**src/rtl/core/lpgf_pkg.sv**
```systemverilog
// shared types and constants of the laser point gap-fill packer
`default_nettype none

package lpgf_pkg;

    // parameter defaults
    localparam int GapLimitDef = 4;
    localparam int MaxFillDef  = 56;
    localparam int FracBitsDef = 16;

    // fixed field widths
    localparam int CoordW = 16;
    localparam int ByteW  = 8;

    // packet constants
    localparam logic [ByteW-1:0]  FillSpare     = 8'hFF;
    localparam logic [ByteW-1:0]  OriginSpare   = 8'hFF;
    localparam logic [ByteW-1:0]  DarkIntensity = 8'h00;
    localparam logic [CoordW-1:0] OriginCoord   = 16'd0;
    localparam logic [CoordW-1:0] DeflectOffset = 16'd32768;
    localparam logic [CoordW-1:0] ScaleReset    = 16'd256;

    // configuration register indexes
    typedef enum logic [1:0] {
        CFG_SCALE     = 2'd0,
        CFG_FILL_ALL  = 2'd1,
        CFG_FILL_DARK = 2'd2
    } cfg_idx_t;

    // input command codes
    typedef enum logic {
        CMD_POINT = 1'b0,
        CMD_EOF   = 1'b1
    } cmd_t;

    // back-end sequencer states
    typedef enum logic [3:0] {
        BK_IDLE,
        BK_SRC,
        BK_NGO,
        BK_XGO,
        BK_XWAIT,
        BK_YGO,
        BK_YWAIT,
        BK_FILL,
        BK_ORG1,
        BK_ORG2
    } back_state_t;

    // classified job handed from front to back
    typedef struct packed {
        logic              is_eof;
        logic              emit_src;
        logic [CoordW-1:0] src_x;
        logic [CoordW-1:0] src_y;
        logic [ByteW-1:0]  src_int;
        logic [ByteW-1:0]  src_spare;
        logic [ByteW-1:0]  dst_int;
        logic              do_fill;
        logic [CoordW-1:0] gap;
        logic [CoordW-1:0] dx;
        logic [CoordW-1:0] dy;
        logic              x_up;
        logic              y_up;
    } job_t;

    // raw output point before scaling
    typedef struct packed {
        logic [CoordW-1:0] x;
        logic [CoordW-1:0] y;
        logic [ByteW-1:0]  inten;
        logic [ByteW-1:0]  spare;
        logic              last;
    } pt_t;

endpackage

`default_nettype wire

```
**src/rtl/core/lpgf_fifo.sv**
```systemverilog
// small register queue between the front and back parts
`default_nettype none

module lpgf_fifo #(
    parameter int WIDTH = 8,
    parameter int DEPTH = 2
) (
    input  wire logic             clk,
    input  wire logic             rst_n,
    input  wire logic             push,
    input  wire logic [WIDTH-1:0] wr_data,
    input  wire logic             pop,
    output logic      [WIDTH-1:0] rd_data,
    output logic                  full,
    output logic                  empty
);

    localparam int AW = (DEPTH > 1) ? $clog2(DEPTH) : 1;
    localparam int CW = $clog2(DEPTH + 1);
    localparam logic [AW-1:0] LastPtr = AW'(DEPTH - 1);
    localparam logic [CW-1:0] FullCnt = CW'(DEPTH);

    logic [WIDTH-1:0] mem_reg [DEPTH];
    logic [AW-1:0]    wr_ptr_reg, wr_ptr_next;
    logic [AW-1:0]    rd_ptr_reg, rd_ptr_next;
    logic [CW-1:0]    cnt_reg, cnt_next;

    assign full    = (cnt_reg == FullCnt);
    assign empty   = (cnt_reg == CW'(0));
    assign rd_data = mem_reg[rd_ptr_reg];

    // pointer and count update
    always_comb
    begin
        wr_ptr_next = wr_ptr_reg;
        rd_ptr_next = rd_ptr_reg;
        cnt_next    = cnt_reg;
        if (push)
        begin
            wr_ptr_next = (wr_ptr_reg == LastPtr) ? AW'(0) : wr_ptr_reg + AW'(1);
        end
        if (pop)
        begin
            rd_ptr_next = (rd_ptr_reg == LastPtr) ? AW'(0) : rd_ptr_reg + AW'(1);
        end
        if (push && !pop)
        begin
            cnt_next = cnt_reg + CW'(1);
        end
        else if (pop && !push)
        begin
            cnt_next = cnt_reg - CW'(1);
        end
    end

    always_ff @(posedge clk or negedge rst_n)
    begin
        if (!rst_n)
        begin
            wr_ptr_reg <= '0;
            rd_ptr_reg <= '0;
            cnt_reg    <= '0;
        end
        else
        begin
            wr_ptr_reg <= wr_ptr_next;
            rd_ptr_reg <= rd_ptr_next;
            cnt_reg    <= cnt_next;
        end
    end

    // storage, no reset
    always_ff @(posedge clk)
    begin
        if (push)
        begin
            mem_reg[wr_ptr_reg] <= wr_data;
        end
    end

endmodule

`default_nettype wire

```
**src/rtl/core/lpgf_front.sv**
```systemverilog
// front part: accepts items, holds the previous point, classifies the work
`default_nettype none

module lpgf_front #(
    parameter int GAP_LIMIT = lpgf_pkg::GapLimitDef
) (
    input  wire logic                        clk,
    input  wire logic                        rst_n,
    input  wire logic                        item_valid,
    output logic                             item_ready,
    input  wire logic                        command,
    input  wire logic [lpgf_pkg::CoordW-1:0] pos_x,
    input  wire logic [lpgf_pkg::CoordW-1:0] pos_y,
    input  wire logic [lpgf_pkg::ByteW-1:0]  intensity,
    input  wire logic [lpgf_pkg::ByteW-1:0]  spare_byte,
    input  wire logic                        fill_all,
    input  wire logic                        fill_dark,
    input  wire logic                        q_full,
    output logic                             q_push,
    output lpgf_pkg::job_t                   job
);

    localparam logic [lpgf_pkg::CoordW-1:0] GapLim = lpgf_pkg::CoordW'(GAP_LIMIT);

    logic [lpgf_pkg::CoordW-1:0] held_x_reg, held_y_reg;
    logic [lpgf_pkg::ByteW-1:0]  held_int_reg, held_spare_reg;
    logic                        have_reg, have_next;
    logic [lpgf_pkg::CoordW-1:0] dx, dy, gap;
    logic                        x_up, y_up, big_gap, want_fill;

    assign item_ready = !q_full;
    assign q_push     = item_valid && !q_full;

    // distance to the new point on each axis
    always_comb
    begin
        x_up      = (pos_x >= held_x_reg);
        y_up      = (pos_y >= held_y_reg);
        dx        = x_up ? (pos_x - held_x_reg) : (held_x_reg - pos_x);
        dy        = y_up ? (pos_y - held_y_reg) : (held_y_reg - pos_y);
        gap       = (dx > dy) ? dx : dy;
        big_gap   = (gap > GapLim);
        want_fill = fill_all || (fill_dark && (intensity == lpgf_pkg::DarkIntensity));
    end

    // job classification
    always_comb
    begin
        job.is_eof    = (command == lpgf_pkg::CMD_EOF);
        job.emit_src  = 1'b1;
        job.src_x     = held_x_reg;
        job.src_y     = held_y_reg;
        job.src_int   = held_int_reg;
        job.src_spare = held_spare_reg;
        job.dst_int   = intensity;
        job.do_fill   = 1'b0;
        job.gap       = gap;
        job.dx        = dx;
        job.dy        = dy;
        job.x_up      = x_up;
        job.y_up      = y_up;
        have_next     = have_reg;
        if (command == lpgf_pkg::CMD_EOF)
        begin
            job.emit_src = have_reg;
            have_next    = 1'b0;
        end
        else if (!have_reg)
        begin
            // first point of a frame goes out blanked
            job.src_x     = pos_x;
            job.src_y     = pos_y;
            job.src_int   = lpgf_pkg::DarkIntensity;
            job.src_spare = spare_byte;
            have_next     = 1'b1;
        end
        else
        begin
            job.do_fill = want_fill && big_gap;
        end
    end

    always_ff @(posedge clk or negedge rst_n)
    begin
        if (!rst_n)
        begin
            held_x_reg     <= '0;
            held_y_reg     <= '0;
            held_int_reg   <= '0;
            held_spare_reg <= '0;
            have_reg       <= 1'b0;
        end
        else if (q_push)
        begin
            have_reg <= have_next;
            if (command == lpgf_pkg::CMD_POINT)
            begin
                held_x_reg     <= pos_x;
                held_y_reg     <= pos_y;
                held_int_reg   <= intensity;
                held_spare_reg <= spare_byte;
            end
        end
    end

endmodule

`default_nettype wire

```
**src/rtl/core/lpgf_div.sv**
```systemverilog
// restoring divider, one quotient bit per cycle
`default_nettype none

module lpgf_div #(
    parameter int NW = 32,
    parameter int DW = 7
) (
    input  wire logic          clk,
    input  wire logic          rst_n,
    input  wire logic          start,
    input  wire logic [NW-1:0] numer,
    input  wire logic [DW-1:0] denom,
    output logic               busy,
    output logic      [NW-1:0] quot
);

    localparam int CNTW = $clog2(NW + 1);

    logic [NW-1:0]   quo_reg, quo_next;
    logic [DW-1:0]   rem_reg, rem_next;
    logic [DW-1:0]   den_reg;
    logic [CNTW-1:0] cnt_reg, cnt_next;
    logic            busy_reg, busy_next;
    logic [DW:0]     trial, diff;
    logic            ge;

    assign busy = busy_reg;
    assign quot = quo_reg;

    // one trial subtraction per cycle
    always_comb
    begin
        trial     = {rem_reg, quo_reg[NW-1]};
        diff      = trial - {1'b0, den_reg};
        ge        = (trial >= {1'b0, den_reg});
        quo_next  = quo_reg;
        rem_next  = rem_reg;
        cnt_next  = cnt_reg;
        busy_next = busy_reg;
        if (start)
        begin
            quo_next  = numer;
            rem_next  = '0;
            cnt_next  = CNTW'(NW);
            busy_next = 1'b1;
        end
        else if (busy_reg)
        begin
            quo_next  = {quo_reg[NW-2:0], ge};
            rem_next  = ge ? diff[DW-1:0] : trial[DW-1:0];
            cnt_next  = cnt_reg - CNTW'(1);
            busy_next = (cnt_reg != CNTW'(1));
        end
    end

    always_ff @(posedge clk or negedge rst_n)
    begin
        if (!rst_n)
        begin
            cnt_reg  <= '0;
            busy_reg <= 1'b0;
        end
        else
        begin
            cnt_reg  <= cnt_next;
            busy_reg <= busy_next;
        end
    end

    // datapath, no reset
    always_ff @(posedge clk)
    begin
        quo_reg <= quo_next;
        rem_reg <= rem_next;
        if (start)
        begin
            den_reg <= denom;
        end
    end

endmodule

`default_nettype wire

```
**src/rtl/core/lpgf_back.sv**
```systemverilog
// back part: runs each job, computes fill steps and emits raw points
`default_nettype none

module lpgf_back #(
    parameter int GAP_LIMIT = lpgf_pkg::GapLimitDef,
    parameter int MAX_FILL  = lpgf_pkg::MaxFillDef,
    parameter int FRAC_BITS = lpgf_pkg::FracBitsDef
) (
    input  wire logic           clk,
    input  wire logic           rst_n,
    input  wire logic           q_empty,
    output logic                q_pop,
    input  wire lpgf_pkg::job_t job_in,
    output logic                raw_valid,
    input  wire logic           raw_ready,
    output lpgf_pkg::pt_t       raw
);

    localparam int NW     = lpgf_pkg::CoordW + FRAC_BITS;
    localparam int DivMax = MAX_FILL + 1;
    localparam int DW     = $clog2(DivMax + 1);
    localparam int CW     = $clog2(MAX_FILL + 1);
    // gap / GAP_LIMIT by reciprocal multiplication, exact for every 16-bit gap
    localparam int RecipK = lpgf_pkg::CoordW + $clog2(GAP_LIMIT);
    localparam int MW     = RecipK + 1;
    localparam int GW     = lpgf_pkg::CoordW + MW;
    localparam int QW     = GW - RecipK;
    localparam longint RecipNum = (longint'(1) << RecipK) + longint'(GAP_LIMIT) - 64'sd1;
    localparam logic [MW-1:0] RecipM   = MW'(RecipNum / longint'(GAP_LIMIT));
    localparam logic [QW-1:0] MaxFillQ = QW'(MAX_FILL);
    localparam logic [CW-1:0] MaxFillC = CW'(MAX_FILL);

    lpgf_pkg::back_state_t state_reg, state_next;
    lpgf_pkg::job_t        job_reg;
    lpgf_pkg::pt_t         raw_reg, emit_pt;
    logic                  raw_valid_reg;
    logic [CW-1:0]         n_reg, k_reg;
    logic [NW-1:0]         stepx_reg, stepy_reg, posx_reg, posy_reg;
    logic [NW-1:0]         posx_nxt, posy_nxt;
    logic [GW-1:0]         gap_prod;
    logic [QW-1:0]         n_quot;
    logic                  slot_free, emit, last_fill;
    logic                  div_start, div_busy;
    logic [NW-1:0]         div_numer, div_quot;
    logic [DW-1:0]         div_denom;

    assign raw_valid = raw_valid_reg;
    assign raw       = raw_reg;
    assign slot_free = !raw_valid_reg || raw_ready;
    assign last_fill = ((k_reg + CW'(1)) == n_reg);

    // fill count from the gap
    always_comb
    begin
        gap_prod = GW'(job_reg.gap) * GW'(RecipM);
        n_quot   = gap_prod[GW-1:RecipK];
    end

    // next fill position on each axis
    always_comb
    begin
        posx_nxt = job_reg.x_up ? (posx_reg + stepx_reg) : (posx_reg - stepx_reg);
        posy_nxt = job_reg.y_up ? (posy_reg + stepy_reg) : (posy_reg - stepy_reg);
    end

    // shared divider for both step sizes
    lpgf_div #(
        .NW (NW),
        .DW (DW)
    ) u_div (
        .clk   (clk),
        .rst_n (rst_n),
        .start (div_start),
        .numer (div_numer),
        .denom (div_denom),
        .busy  (div_busy),
        .quot  (div_quot)
    );

    // next state
    always_comb
    begin
        state_next = state_reg;
        case (state_reg)
            lpgf_pkg::BK_IDLE:
            begin
                if (!q_empty)
                begin
                    state_next = (job_in.is_eof && !job_in.emit_src) ?
                                 lpgf_pkg::BK_ORG1 : lpgf_pkg::BK_SRC;
                end
            end
            lpgf_pkg::BK_SRC:
            begin
                if (slot_free)
                begin
                    if (job_reg.is_eof)
                    begin
                        state_next = lpgf_pkg::BK_ORG1;
                    end
                    else if (job_reg.do_fill)
                    begin
                        state_next = lpgf_pkg::BK_NGO;
                    end
                    else
                    begin
                        state_next = lpgf_pkg::BK_IDLE;
                    end
                end
            end
            lpgf_pkg::BK_NGO:   state_next = lpgf_pkg::BK_XGO;
            lpgf_pkg::BK_XGO:   state_next = lpgf_pkg::BK_XWAIT;
            lpgf_pkg::BK_XWAIT: if (!div_busy) state_next = lpgf_pkg::BK_YGO;
            lpgf_pkg::BK_YGO:   state_next = lpgf_pkg::BK_YWAIT;
            lpgf_pkg::BK_YWAIT: if (!div_busy) state_next = lpgf_pkg::BK_FILL;
            lpgf_pkg::BK_FILL:
            begin
                if (slot_free && last_fill)
                begin
                    state_next = lpgf_pkg::BK_IDLE;
                end
            end
            lpgf_pkg::BK_ORG1:  if (slot_free) state_next = lpgf_pkg::BK_ORG2;
            lpgf_pkg::BK_ORG2:  if (slot_free) state_next = lpgf_pkg::BK_IDLE;
            default:            state_next = lpgf_pkg::BK_IDLE;
        endcase
    end

    // outputs per state
    always_comb
    begin
        q_pop         = 1'b0;
        div_start     = 1'b0;
        div_numer     = '0;
        div_denom     = '0;
        emit          = 1'b0;
        emit_pt.x     = lpgf_pkg::OriginCoord;
        emit_pt.y     = lpgf_pkg::OriginCoord;
        emit_pt.inten = lpgf_pkg::DarkIntensity;
        emit_pt.spare = lpgf_pkg::OriginSpare;
        emit_pt.last  = 1'b0;
        case (state_reg)
            lpgf_pkg::BK_IDLE:
            begin
                q_pop = !q_empty;
            end
            lpgf_pkg::BK_SRC:
            begin
                emit          = slot_free;
                emit_pt.x     = job_reg.src_x;
                emit_pt.y     = job_reg.src_y;
                emit_pt.inten = job_reg.src_int;
                emit_pt.spare = job_reg.src_spare;
                emit_pt.last  = !job_reg.is_eof && !job_reg.do_fill;
            end
            lpgf_pkg::BK_XGO:
            begin
                div_start = 1'b1;
                div_numer = {job_reg.dx, {FRAC_BITS{1'b0}}};
                div_denom = DW'(n_reg) + DW'(1);
            end
            lpgf_pkg::BK_YGO:
            begin
                div_start = 1'b1;
                div_numer = {job_reg.dy, {FRAC_BITS{1'b0}}};
                div_denom = DW'(n_reg) + DW'(1);
            end
            lpgf_pkg::BK_FILL:
            begin
                emit          = slot_free;
                emit_pt.x     = posx_nxt[NW-1:FRAC_BITS];
                emit_pt.y     = posy_nxt[NW-1:FRAC_BITS];
                emit_pt.inten = job_reg.dst_int;
                emit_pt.spare = lpgf_pkg::FillSpare;
                emit_pt.last  = last_fill;
            end
            lpgf_pkg::BK_ORG1:
            begin
                emit = slot_free;
            end
            lpgf_pkg::BK_ORG2:
            begin
                emit         = slot_free;
                emit_pt.last = 1'b1;
            end
            default:
            begin
                q_pop = 1'b0;
            end
        endcase
    end

    // control registers
    always_ff @(posedge clk or negedge rst_n)
    begin
        if (!rst_n)
        begin
            state_reg     <= lpgf_pkg::BK_IDLE;
            raw_valid_reg <= 1'b0;
        end
        else
        begin
            state_reg <= state_next;
            if (emit)
            begin
                raw_valid_reg <= 1'b1;
            end
            else if (raw_ready)
            begin
                raw_valid_reg <= 1'b0;
            end
        end
    end

    // job, fill run and raw point datapath
    always_ff @(posedge clk)
    begin
        if (q_pop)
        begin
            job_reg <= job_in;
        end
        if (emit)
        begin
            raw_reg <= emit_pt;
        end
        if (state_reg == lpgf_pkg::BK_NGO)
        begin
            n_reg <= (n_quot > MaxFillQ) ? MaxFillC : n_quot[CW-1:0];
        end
        if (state_reg == lpgf_pkg::BK_XWAIT && !div_busy)
        begin
            stepx_reg <= div_quot;
        end
        if (state_reg == lpgf_pkg::BK_YWAIT && !div_busy)
        begin
            stepy_reg <= div_quot;
            posx_reg  <= {job_reg.src_x, {FRAC_BITS{1'b0}}};
            posy_reg  <= {job_reg.src_y, {FRAC_BITS{1'b0}}};
            k_reg     <= '0;
        end
        if (state_reg == lpgf_pkg::BK_FILL && emit)
        begin
            posx_reg <= posx_nxt;
            posy_reg <= posy_nxt;
            k_reg    <= k_reg + CW'(1);
        end
    end

endmodule

`default_nettype wire

```
**src/rtl/core/lpgf_scale.sv**
```systemverilog
// output stage: scales coordinates to deflection and holds the result item
`default_nettype none

module lpgf_scale (
    input  wire logic                               clk,
    input  wire logic                               rst_n,
    input  wire logic        [lpgf_pkg::CoordW-1:0] scale,
    input  wire logic                               raw_valid,
    output logic                                    raw_ready,
    input  wire lpgf_pkg::pt_t                      raw,
    output logic                                    result_valid,
    input  wire logic                               result_ready,
    output logic             [lpgf_pkg::ByteW-1:0]  out_intensity,
    output logic             [lpgf_pkg::ByteW-1:0]  out_spare,
    output logic signed      [lpgf_pkg::CoordW-1:0] deflect_x,
    output logic signed      [lpgf_pkg::CoordW-1:0] deflect_y,
    output logic                                    run_last
);

    localparam int PW = 2 * lpgf_pkg::CoordW;

    logic [PW-1:0]                      prod_x, prod_y;
    logic [lpgf_pkg::CoordW-1:0]        defl_x, defl_y;
    logic                               valid_reg;
    logic                               load;
    logic [lpgf_pkg::ByteW-1:0]         int_reg, spare_reg;
    logic signed [lpgf_pkg::CoordW-1:0] dx_reg, dy_reg;
    logic                               last_reg;

    assign raw_ready     = !valid_reg || result_ready;
    assign load          = raw_valid && raw_ready;
    assign result_valid  = valid_reg;
    assign out_intensity = int_reg;
    assign out_spare     = spare_reg;
    assign deflect_x     = dx_reg;
    assign deflect_y     = dy_reg;
    assign run_last      = last_reg;

    // coordinate times scale, centered, wrapped to 16 bits
    always_comb
    begin
        prod_x = PW'(raw.x) * PW'(scale);
        prod_y = PW'(raw.y) * PW'(scale);
        defl_x = prod_x[lpgf_pkg::CoordW-1:0] - lpgf_pkg::DeflectOffset;
        defl_y = prod_y[lpgf_pkg::CoordW-1:0] - lpgf_pkg::DeflectOffset;
    end

    always_ff @(posedge clk or negedge rst_n)
    begin
        if (!rst_n)
        begin
            valid_reg <= 1'b0;
        end
        else if (raw_ready)
        begin
            valid_reg <= raw_valid;
        end
    end

    // result payload, no reset
    always_ff @(posedge clk)
    begin
        if (load)
        begin
            int_reg   <= raw.inten;
            spare_reg <= raw.spare;
            dx_reg    <= defl_x;
            dy_reg    <= defl_y;
            last_reg  <= raw.last;
        end
    end

endmodule

`default_nettype wire

```
**src/rtl/core/laser_point_gap_fill_packer_unit.sv**
```systemverilog
// top level of the laser point gap-fill packer
//
//   channel  | handshake              | payload
//   ---------+------------------------+---------------------------------------------
//   item     | item_valid/item_ready  | command, pos_x, pos_y, intensity, spare_byte
//   result   | result_valid/ready     | out_intensity, out_spare, deflect_x/y, run_last
//   config   | cfg_valid/cfg_ready    | cfg_index, cfg_data
//
// a plain point or a first point passes the job queue, the back job register, the raw
// point register and the result register; the back takes a new job only after the last
// one is done. a gap fill adds the fill count state and two divisions on one shared
// radix-2 divider, then one fill result per cycle while the output is taken.
// end of frame gives two or three results on consecutive cycles while the output is taken.
// a two-entry job queue lets the front keep taking items while the back runs a fill.
// reset is immediate, there is no clearing pass; cfg_ready is always high.
`default_nettype none

module laser_point_gap_fill_packer_unit #(
    parameter int GAP_LIMIT = lpgf_pkg::GapLimitDef,
    parameter int MAX_FILL  = lpgf_pkg::MaxFillDef,
    parameter int FRAC_BITS = lpgf_pkg::FracBitsDef
) (
    input  wire logic                               clk,
    input  wire logic                               rst_n,
    input  wire logic                               item_valid,
    output logic                                    item_ready,
    input  wire logic                               command,
    input  wire logic        [lpgf_pkg::CoordW-1:0] pos_x,
    input  wire logic        [lpgf_pkg::CoordW-1:0] pos_y,
    input  wire logic        [lpgf_pkg::ByteW-1:0]  intensity,
    input  wire logic        [lpgf_pkg::ByteW-1:0]  spare_byte,
    output logic                                    result_valid,
    input  wire logic                               result_ready,
    output logic             [lpgf_pkg::ByteW-1:0]  out_intensity,
    output logic             [lpgf_pkg::ByteW-1:0]  out_spare,
    output logic signed      [lpgf_pkg::CoordW-1:0] deflect_x,
    output logic signed      [lpgf_pkg::CoordW-1:0] deflect_y,
    output logic                                    run_last,
    input  wire logic                               cfg_valid,
    output logic                                    cfg_ready,
    input  wire logic        [1:0]                  cfg_index,
    input  wire logic        [lpgf_pkg::CoordW-1:0] cfg_data
);

    localparam int JW = $bits(lpgf_pkg::job_t);

    logic [lpgf_pkg::CoordW-1:0] scale_reg;
    logic                        fill_all_reg, fill_dark_reg;
    logic                        q_push, q_pop, q_full, q_empty;
    lpgf_pkg::job_t              job_w, job_r;
    logic [JW-1:0]               q_rd;
    logic                        raw_valid, raw_ready;
    lpgf_pkg::pt_t               raw;

    assign cfg_ready = 1'b1;
    assign job_r     = lpgf_pkg::job_t'(q_rd);

    // configuration registers
    always_ff @(posedge clk or negedge rst_n)
    begin
        if (!rst_n)
        begin
            scale_reg     <= lpgf_pkg::ScaleReset;
            fill_all_reg  <= 1'b0;
            fill_dark_reg <= 1'b1;
        end
        else if (cfg_valid)
        begin
            case (cfg_index)
                lpgf_pkg::CFG_SCALE:     scale_reg     <= cfg_data;
                lpgf_pkg::CFG_FILL_ALL:  fill_all_reg  <= cfg_data[0];
                lpgf_pkg::CFG_FILL_DARK: fill_dark_reg <= cfg_data[0];
                default:                 scale_reg     <= scale_reg;
            endcase
        end
    end

    lpgf_front #(
        .GAP_LIMIT (GAP_LIMIT)
    ) u_front (
        .clk        (clk),
        .rst_n      (rst_n),
        .item_valid (item_valid),
        .item_ready (item_ready),
        .command    (command),
        .pos_x      (pos_x),
        .pos_y      (pos_y),
        .intensity  (intensity),
        .spare_byte (spare_byte),
        .fill_all   (fill_all_reg),
        .fill_dark  (fill_dark_reg),
        .q_full     (q_full),
        .q_push     (q_push),
        .job        (job_w)
    );

    lpgf_fifo #(
        .WIDTH (JW),
        .DEPTH (2)
    ) u_queue (
        .clk     (clk),
        .rst_n   (rst_n),
        .push    (q_push),
        .wr_data (job_w),
        .pop     (q_pop),
        .rd_data (q_rd),
        .full    (q_full),
        .empty   (q_empty)
    );

    lpgf_back #(
        .GAP_LIMIT (GAP_LIMIT),
        .MAX_FILL  (MAX_FILL),
        .FRAC_BITS (FRAC_BITS)
    ) u_back (
        .clk       (clk),
        .rst_n     (rst_n),
        .q_empty   (q_empty),
        .q_pop     (q_pop),
        .job_in    (job_r),
        .raw_valid (raw_valid),
        .raw_ready (raw_ready),
        .raw       (raw)
    );

    lpgf_scale u_scale (
        .clk           (clk),
        .rst_n         (rst_n),
        .scale         (scale_reg),
        .raw_valid     (raw_valid),
        .raw_ready     (raw_ready),
        .raw           (raw),
        .result_valid  (result_valid),
        .result_ready  (result_ready),
        .out_intensity (out_intensity),
        .out_spare     (out_spare),
        .deflect_x     (deflect_x),
        .deflect_y     (deflect_y),
        .run_last      (run_last)
    );

endmodule

`default_nettype wire

```
**config.mk**
```make
export PLATFORM = sky130hd
export DESIGN_NAME = laser_point_gap_fill_packer_unit
export DESIGN_NICKNAME = d
export VERILOG_FILES = /design/src/rtl/core/lpgf_pkg.sv /design/src/rtl/core/lpgf_fifo.sv /design/src/rtl/core/lpgf_front.sv /design/src/rtl/core/lpgf_div.sv /design/src/rtl/core/lpgf_back.sv /design/src/rtl/core/lpgf_scale.sv /design/src/rtl/core/laser_point_gap_fill_packer_unit.sv
export SDC_FILE = /design/constraint.sdc
export NUM_CORES = 2
export LEC_CHECK = 0
export BUFFER_PORTS_ARGS = -buffer_cell sky130_fd_sc_hd__buf_2
export CORE_ASPECT_RATIO = 0.9
export CORE_MARGIN = 10
export CORE_UTILIZATION = 45
export CTS_CLUSTER_SIZE = 16
export DETAILED_ROUTE_END_ITERATION = 12
export GPL_ROUTABILITY_DRIVEN = 0
export HOLD_SLACK_MARGIN = 0.15
export SYNTH_ARGS = -nofsm -noshare
export SYNTH_HDL_FRONTEND = slang
export SYNTH_SLANG_ARGS = --single-unit
```
**constraint.sdc**
```tcl
create_clock -name clk -period 23.1 [get_ports clk]
set_input_delay 4.62 -clock clk [delete_from_list [all_inputs] [get_ports clk]]
set_output_delay 4.62 -clock clk [all_outputs]
set_load 0.02 [all_outputs]
```
# ---- After elaboration in Yosys (flattened, before gate mapping)
# Memory sizes are Yosys's and may differ from the RTL's.
# Index checks and enable logic that the tools add are counted.
dict set report totals {
  reg_bits 474
  mem_bits_rw 218
  elab_cells 185
  mem_count 1
}
dict set report op_classes {
  n_addsub 18
  multipliers 2
  order_cmp 6
  n_eq_ne 21
  n_mux 49
  bitwise 1
  n_reduce_logical 40
}
# name words width read_ports rd_clocked_by_memory_dff wr line_no
set memory_table {}
lappend memory_table {u_queue.mem_reg 2 109 1 0 1 lpgf_fifo.sv:23} ;# logic [WIDTH-1:0] mem_reg [DEPTH];
# operator count
set ops {}
lappend ops {{$mux 32} 8}
lappend ops {{$mux 48} 2}
lappend ops {{$pmux 48 s2} 1}
lappend ops {{$add 32x32->32} 2}
lappend ops {{$pmux 32 s2} 1}
lappend ops {{$sub 16x16->16} 4}
lappend ops {{$sub 32x32->32} 2}
lappend ops {{$mux 16} 3}
lappend ops {{$pmux 4 s10} 1}
lappend ops {{$mux 4} 9}
lappend ops {{$ge 16x16->1} 2}
lappend ops {{$mul 16x16->16} 2}
lappend ops {{$sub 16x16->16 const B} 2}
lappend ops {{$mux 6} 5}
lappend ops {{$eq 4x3->1 const B} 4}
lappend ops {{$gt 16x16->1} 1}
lappend ops {{$gt 16x3->1 const B} 1}
lappend ops {{$mux 1} 15}
lappend ops {{$gt 14x6->1 const B} 1}
lappend ops {{$add 6x1->6 const B} 2}
lappend ops {{$logic_and 1x1->1} 12}
lappend ops {{$logic_not 1->1} 10}
lappend ops {{$eq 4x2->1 const B} 2}
lappend ops {{$eq 4x4->1 const B} 2}
lappend ops {{other kinds (25)} 43}

# ---- Longest topological paths before layout
dict set report depth {
  depth_word 8
  ltp_mapped 27
  depth_no_buf 24
}

# ---- Modules after synthesis
# A second synthesis with hierarchy kept.
dict set report unflattened {
  hier_cells 3766
  hier_area_um2 43447.9
}
# mod n_inst cells_per_inst area_per_inst_um2 seq_area_each_um2
set modules_own_cells {}
lappend modules_own_cells {lpgf_back 1 1296 15640.0 8983.6}
lappend modules_own_cells {lpgf_scale 1 1053 9755.6 1496.4}
lappend modules_own_cells {lpgf_fifo 1 355 8552.0 6646.4}
lappend modules_own_cells {lpgf_front 1 839 6337.3 1226.2}
lappend modules_own_cells {lpgf_div 1 181 2447.3 1436.4}
lappend modules_own_cells {laser_point_gap_fill_packer_unit 1 42 715.7 452.9}

# ---- Least setup slack after synthesis
# No wires, ideal clock.
dict set report synth_timing {
  kind {register to register}
  from {reg u_back.state_reg[3]}
  to {reg u_queue.cnt_reg[1]}
  arrival_time_ps 9771
  required_time_ps 23021
  slack_ps 13249
  stages_incl_launch_ff 8
  cell_sequence {dfrtp_1 > clkbuf_1 > nor3_1 > nor3b_1 > inv_1 > ha_1 > nor2_1 > xor2_1}
}
dict set report synth_via {
  elab_chain_cells 5
  word_cells_on_any_way 7
  cone_classes {mux: 2; reduce/logical: 5}
}
# element line_no
set synth_lines {}
lappend synth_lines {{start: declaration} lpgf_back.sv:33} ;# lpgf_pkg::back_state_t state_reg, state_next;
lappend synth_lines {{start signal: assignment} lpgf_back.sv:198} ;# state_reg <= lpgf_pkg::BK_IDLE;
lappend synth_lines {{start signal: assignment} lpgf_back.sv:203} ;# state_reg <= state_next;
lappend synth_lines {{$logic_not 4->1 (*)} lpgf_back.sv:142} ;# case (state_reg)
lappend synth_lines {{$mux 1 (*)} lpgf_back.sv:142}
lappend synth_lines {{net q_pop} laser_point_gap_fill_packer_unit.sv:49} ;# logic q_push, q_pop, q_full, q_empty;
lappend synth_lines {{$logic_not 1->1} lpgf_fifo.sv:46} ;# if (push && !pop)
lappend synth_lines {{$logic_and 1x1->1} lpgf_fifo.sv:46}
lappend synth_lines {{$mux 2 / $reduce_bool 2->1 (equally long branches)} n/a}
lappend synth_lines {{end signal: assignment} lpgf_fifo.sv:68} ;# cnt_reg <= cnt_next;
lappend synth_lines {{end: declaration} lpgf_fifo.sv:26} ;# logic [CW-1:0] cnt_reg, cnt_next;
# The timed path passes the listed nets; every way through them passes the cells marked *.
# A chain may end at the register's enable or synchronous reset.

==> flow_summary_export.csv <==
group,metric,value,unit
outcome,run_status,"completed",
route,ant_nets,0,
finish,regArea,20100,µm²
cts,cts.sinks,686,
place,pre_cts_ws,12.70,ns
worst_setup_path,cp.required,23.42,ns
timing,post-route-period-util,42.4,%
cts,path_clk_slew,0.06,ns
die,rows,105,
timing,setup_viol,0,
worst_setup_path,rrSetupSlack,17.07,ns
timing,hold_viol_final,0,
finish,multiInputGateArea,19300,µm²
cts,cts_resized,0,
global_route,overflow,0,
finish,final_common_cell,"edfxtp_1",
route,drc,0,
finish,drive_above_1_share,12.9,%
timing,slew-limit-headroom,24.4,%
cts,cts_tree,"done",
timing,finClkSkew,0.0280,ns
logic_synthesis,yosysWarningCount,0,
finish,largest_register_ffs,214,
route,first_pass_iters,6,
global_route,grt_max_degree,82,
logic_synthesis,ys_types,87,
worst_setup_path,cp_max_fo,15,
timing,fin_tns_setup,0,ns
finish,synthToLayoutAreaGrowth,11.1,%
die,dieArea,104000,µm²
place,io_buffer_count,122,
die,die_w,339,µm
route,num_vias,26000,
logic_synthesis,syn_area,41200,µm²
job,cap_violations,0,
logic_synthesis,ys_ff_latch,686,
timing,worst_pin_slew,1.12,ns
cts,numCtsBuffers,77,
cts,clkLatencyLatePin,0.64,ns
place,hpwlAfterDp,67300,µm
global_route,grt_pass1_wl,149000,µm
worst_setup_path,worstSetupEndpointType,"register",
finish,mostFrequentLayoutCells,"edfxtp_1 (596), nand2_1 (407), inv_1 (377), ha_1 (274), fa_1 (165)",
die,die_y,307,µm
timing,fin_crit,9.79,ns
finish,fin_nets,4212,
logic_synthesis,synth.avg_cell_area,11.5,µm²
route,post_drt_wl_per_cell,18.8,µm
timing,finalMaxSlewViolations,0,
worst_setup_path,path_class,"primary input to register",
worst_setup_path,worstPathArrival,10.11,ns
global_route,antenna_found_initial,2,
cts,root_buffer,"clkbuf_16",
logic_synthesis,synth_edf_count,596,
global_route,track_usage,17.9,%
logic_synthesis,syn_inst,3594,
route,drtIter0Drc,1944,
finish,fill_cells,8008,
cts,cts_max_level,3,
logic_synthesis,async_reset_ff_share,12.2,%
die,core,91000,µm²
min_path,hp-class,"register to register",
global_route,grt_pass1_vias,26000,
finish,postLayoutCellArea,45800,µm²
worst_setup_path,startpoint_type,"primary input",
cts,post-cts-setup-buffer-count,0,
timing,rsz0062_at_grt,"false",
route,drt_wl_total,93800,µm
timing,fin_ws,13.31,ns
cts,cts_buffer_depth,3,
die,start_util,45.3,%
cts,hold_buffers,0,
logic_synthesis,synthFlopType,"edfxtp_1",
logic_synthesis,syn-num-nets,4105,
timing,fmax,0.102,GHz
die,ios,124,
place,place_area,43200,µm²
logic_synthesis,ys_seq_area_share,48.8,%
route,post_drt_via_cell_ratio,5.21,
==> worst max-delay path: stages <==
cell	delay, ns
buf_2	0.11
inv_1	0.04
ha_1	0.42
nand4_1	0.14
or2_1	0.35
nor2b_1	0.53
nor3_4	0.17
inv_4	0.21
mux2_4	0.32
a22o_1	0.22
o31ai_1	0.43
and2_1	0.26
inv_1	0.06
ha_1	0.31
a21o_1	0.17
a21o_1	0.17
a21oi_1	0.14
nor2b_1	0.05
o21ai_0	0.15
nand2b_1	0.07
a221o_1	0.35
o21a_1	0.33
nor4_1	0.36
a311oi_1	0.11
==> cell type report <==
cell class,count,area share (%)
diodes,1,0.00546
clock buffers,98,4.56
clock inverters,45,1.08
inverters,378,3.10
multi-input cells,2402,42.1
flip-flops and latches,686,43.9
well taps,1230,3.36
repair buffers,156,1.89
==> Yosys cell counts, drive strengths merged, types with 5 or more instances <==
cell type  count  area share (%)
a211oi        12            0.22
a21o          59             1.1
a21oi        147             1.8
a221o          8            0.19
a22o          39            0.83
a22oi         18            0.33
a31oi         22            0.33
and2         164             2.5
and3          16            0.24
buf           12            0.15
clkbuf       116             1.1
dfrtp         82             5.0
dfxtp          6            0.29
edfxtp       596              43
fa           165             8.0
ha           274             8.3
inv          378             3.4
mux2         165             4.5
mux2i         25            0.61
nand2        408             3.7
nand2b        34            0.52
nand3         30            0.36
nand3b         6            0.11
nand4         11            0.17
nor2         169             1.5
nor2b         38            0.58
nor3          45            0.57
nor4          16            0.24
nor4b          5            0.11
o211ai         7            0.13
o21a          18            0.33
o21ai        145             1.8
o21bai        19            0.35
o31ai          7            0.13
or2           13            0.20
or3           11            0.17
xnor2        140             3.0
xor2         106             2.3
==> through the flow <==
stage | std cells | util, % | hold WS, ns
global placement | 4852 | 47.5 | 0.402
CTS | 4995 | 50.3 | 0.416
finish | 4996 | 50.3 | 0.415
floorplan | 3594 | - | 0.400
detailed placement | 4852 | 47.5 | 0.405
global route | 4995 | 50.3 | 0.425
==> worst paths after layout <==
| kind | from | endpoint | cells after the start |
|---|---|---|---|
| min in group asynchronous | rst_n | u_front.held_int_reg[0] | 1 |
| hold / removal | u_back.raw[11] | u_scale.out_intensity[2] | 0 |
| setup reg to reg | u_front.held_y_reg[12] | u_queue.mem_reg[1][50] | 22 |
| hold reg to reg | u_back.raw[11] | u_scale.out_intensity[2] | 0 |
| setup / recovery | pos_y[12] | u_queue.mem_reg[1][50] | 24 |
| max in group asynchronous | rst_n | u_queue.rd_ptr_reg | 2 |
==> cell families (layout without fill, tap and decap cells) <==
logic type,Yosys count,count (layout),share of synthesized area (%)
simple gates,981,981,11.3
flops,686,686,48.8
compound gates,545,545,8.56
buf+inv,506,677,4.66
fa+ha+maj,439,439,16.3
xor+xnor,246,246,5.22
mux,190,190,5.12
other cells,1,2,0.00909
==> metal layers <==
layer | wire length [µm] | part of all wire [%] | global-route usage, %
met3 | 4740 | 5.1 | 2.90
met4 | 1940 | 2.1 | 4.60
met5 | 7 | 0.0075 | 0
met1 | 44500 | 47 | 25.5
met2 | 42600 | 45 | 28.5
Power is left out: the tool's default activity adds up to more than one toggle a clock period on the data nets, which glitch-free logic cannot reach.
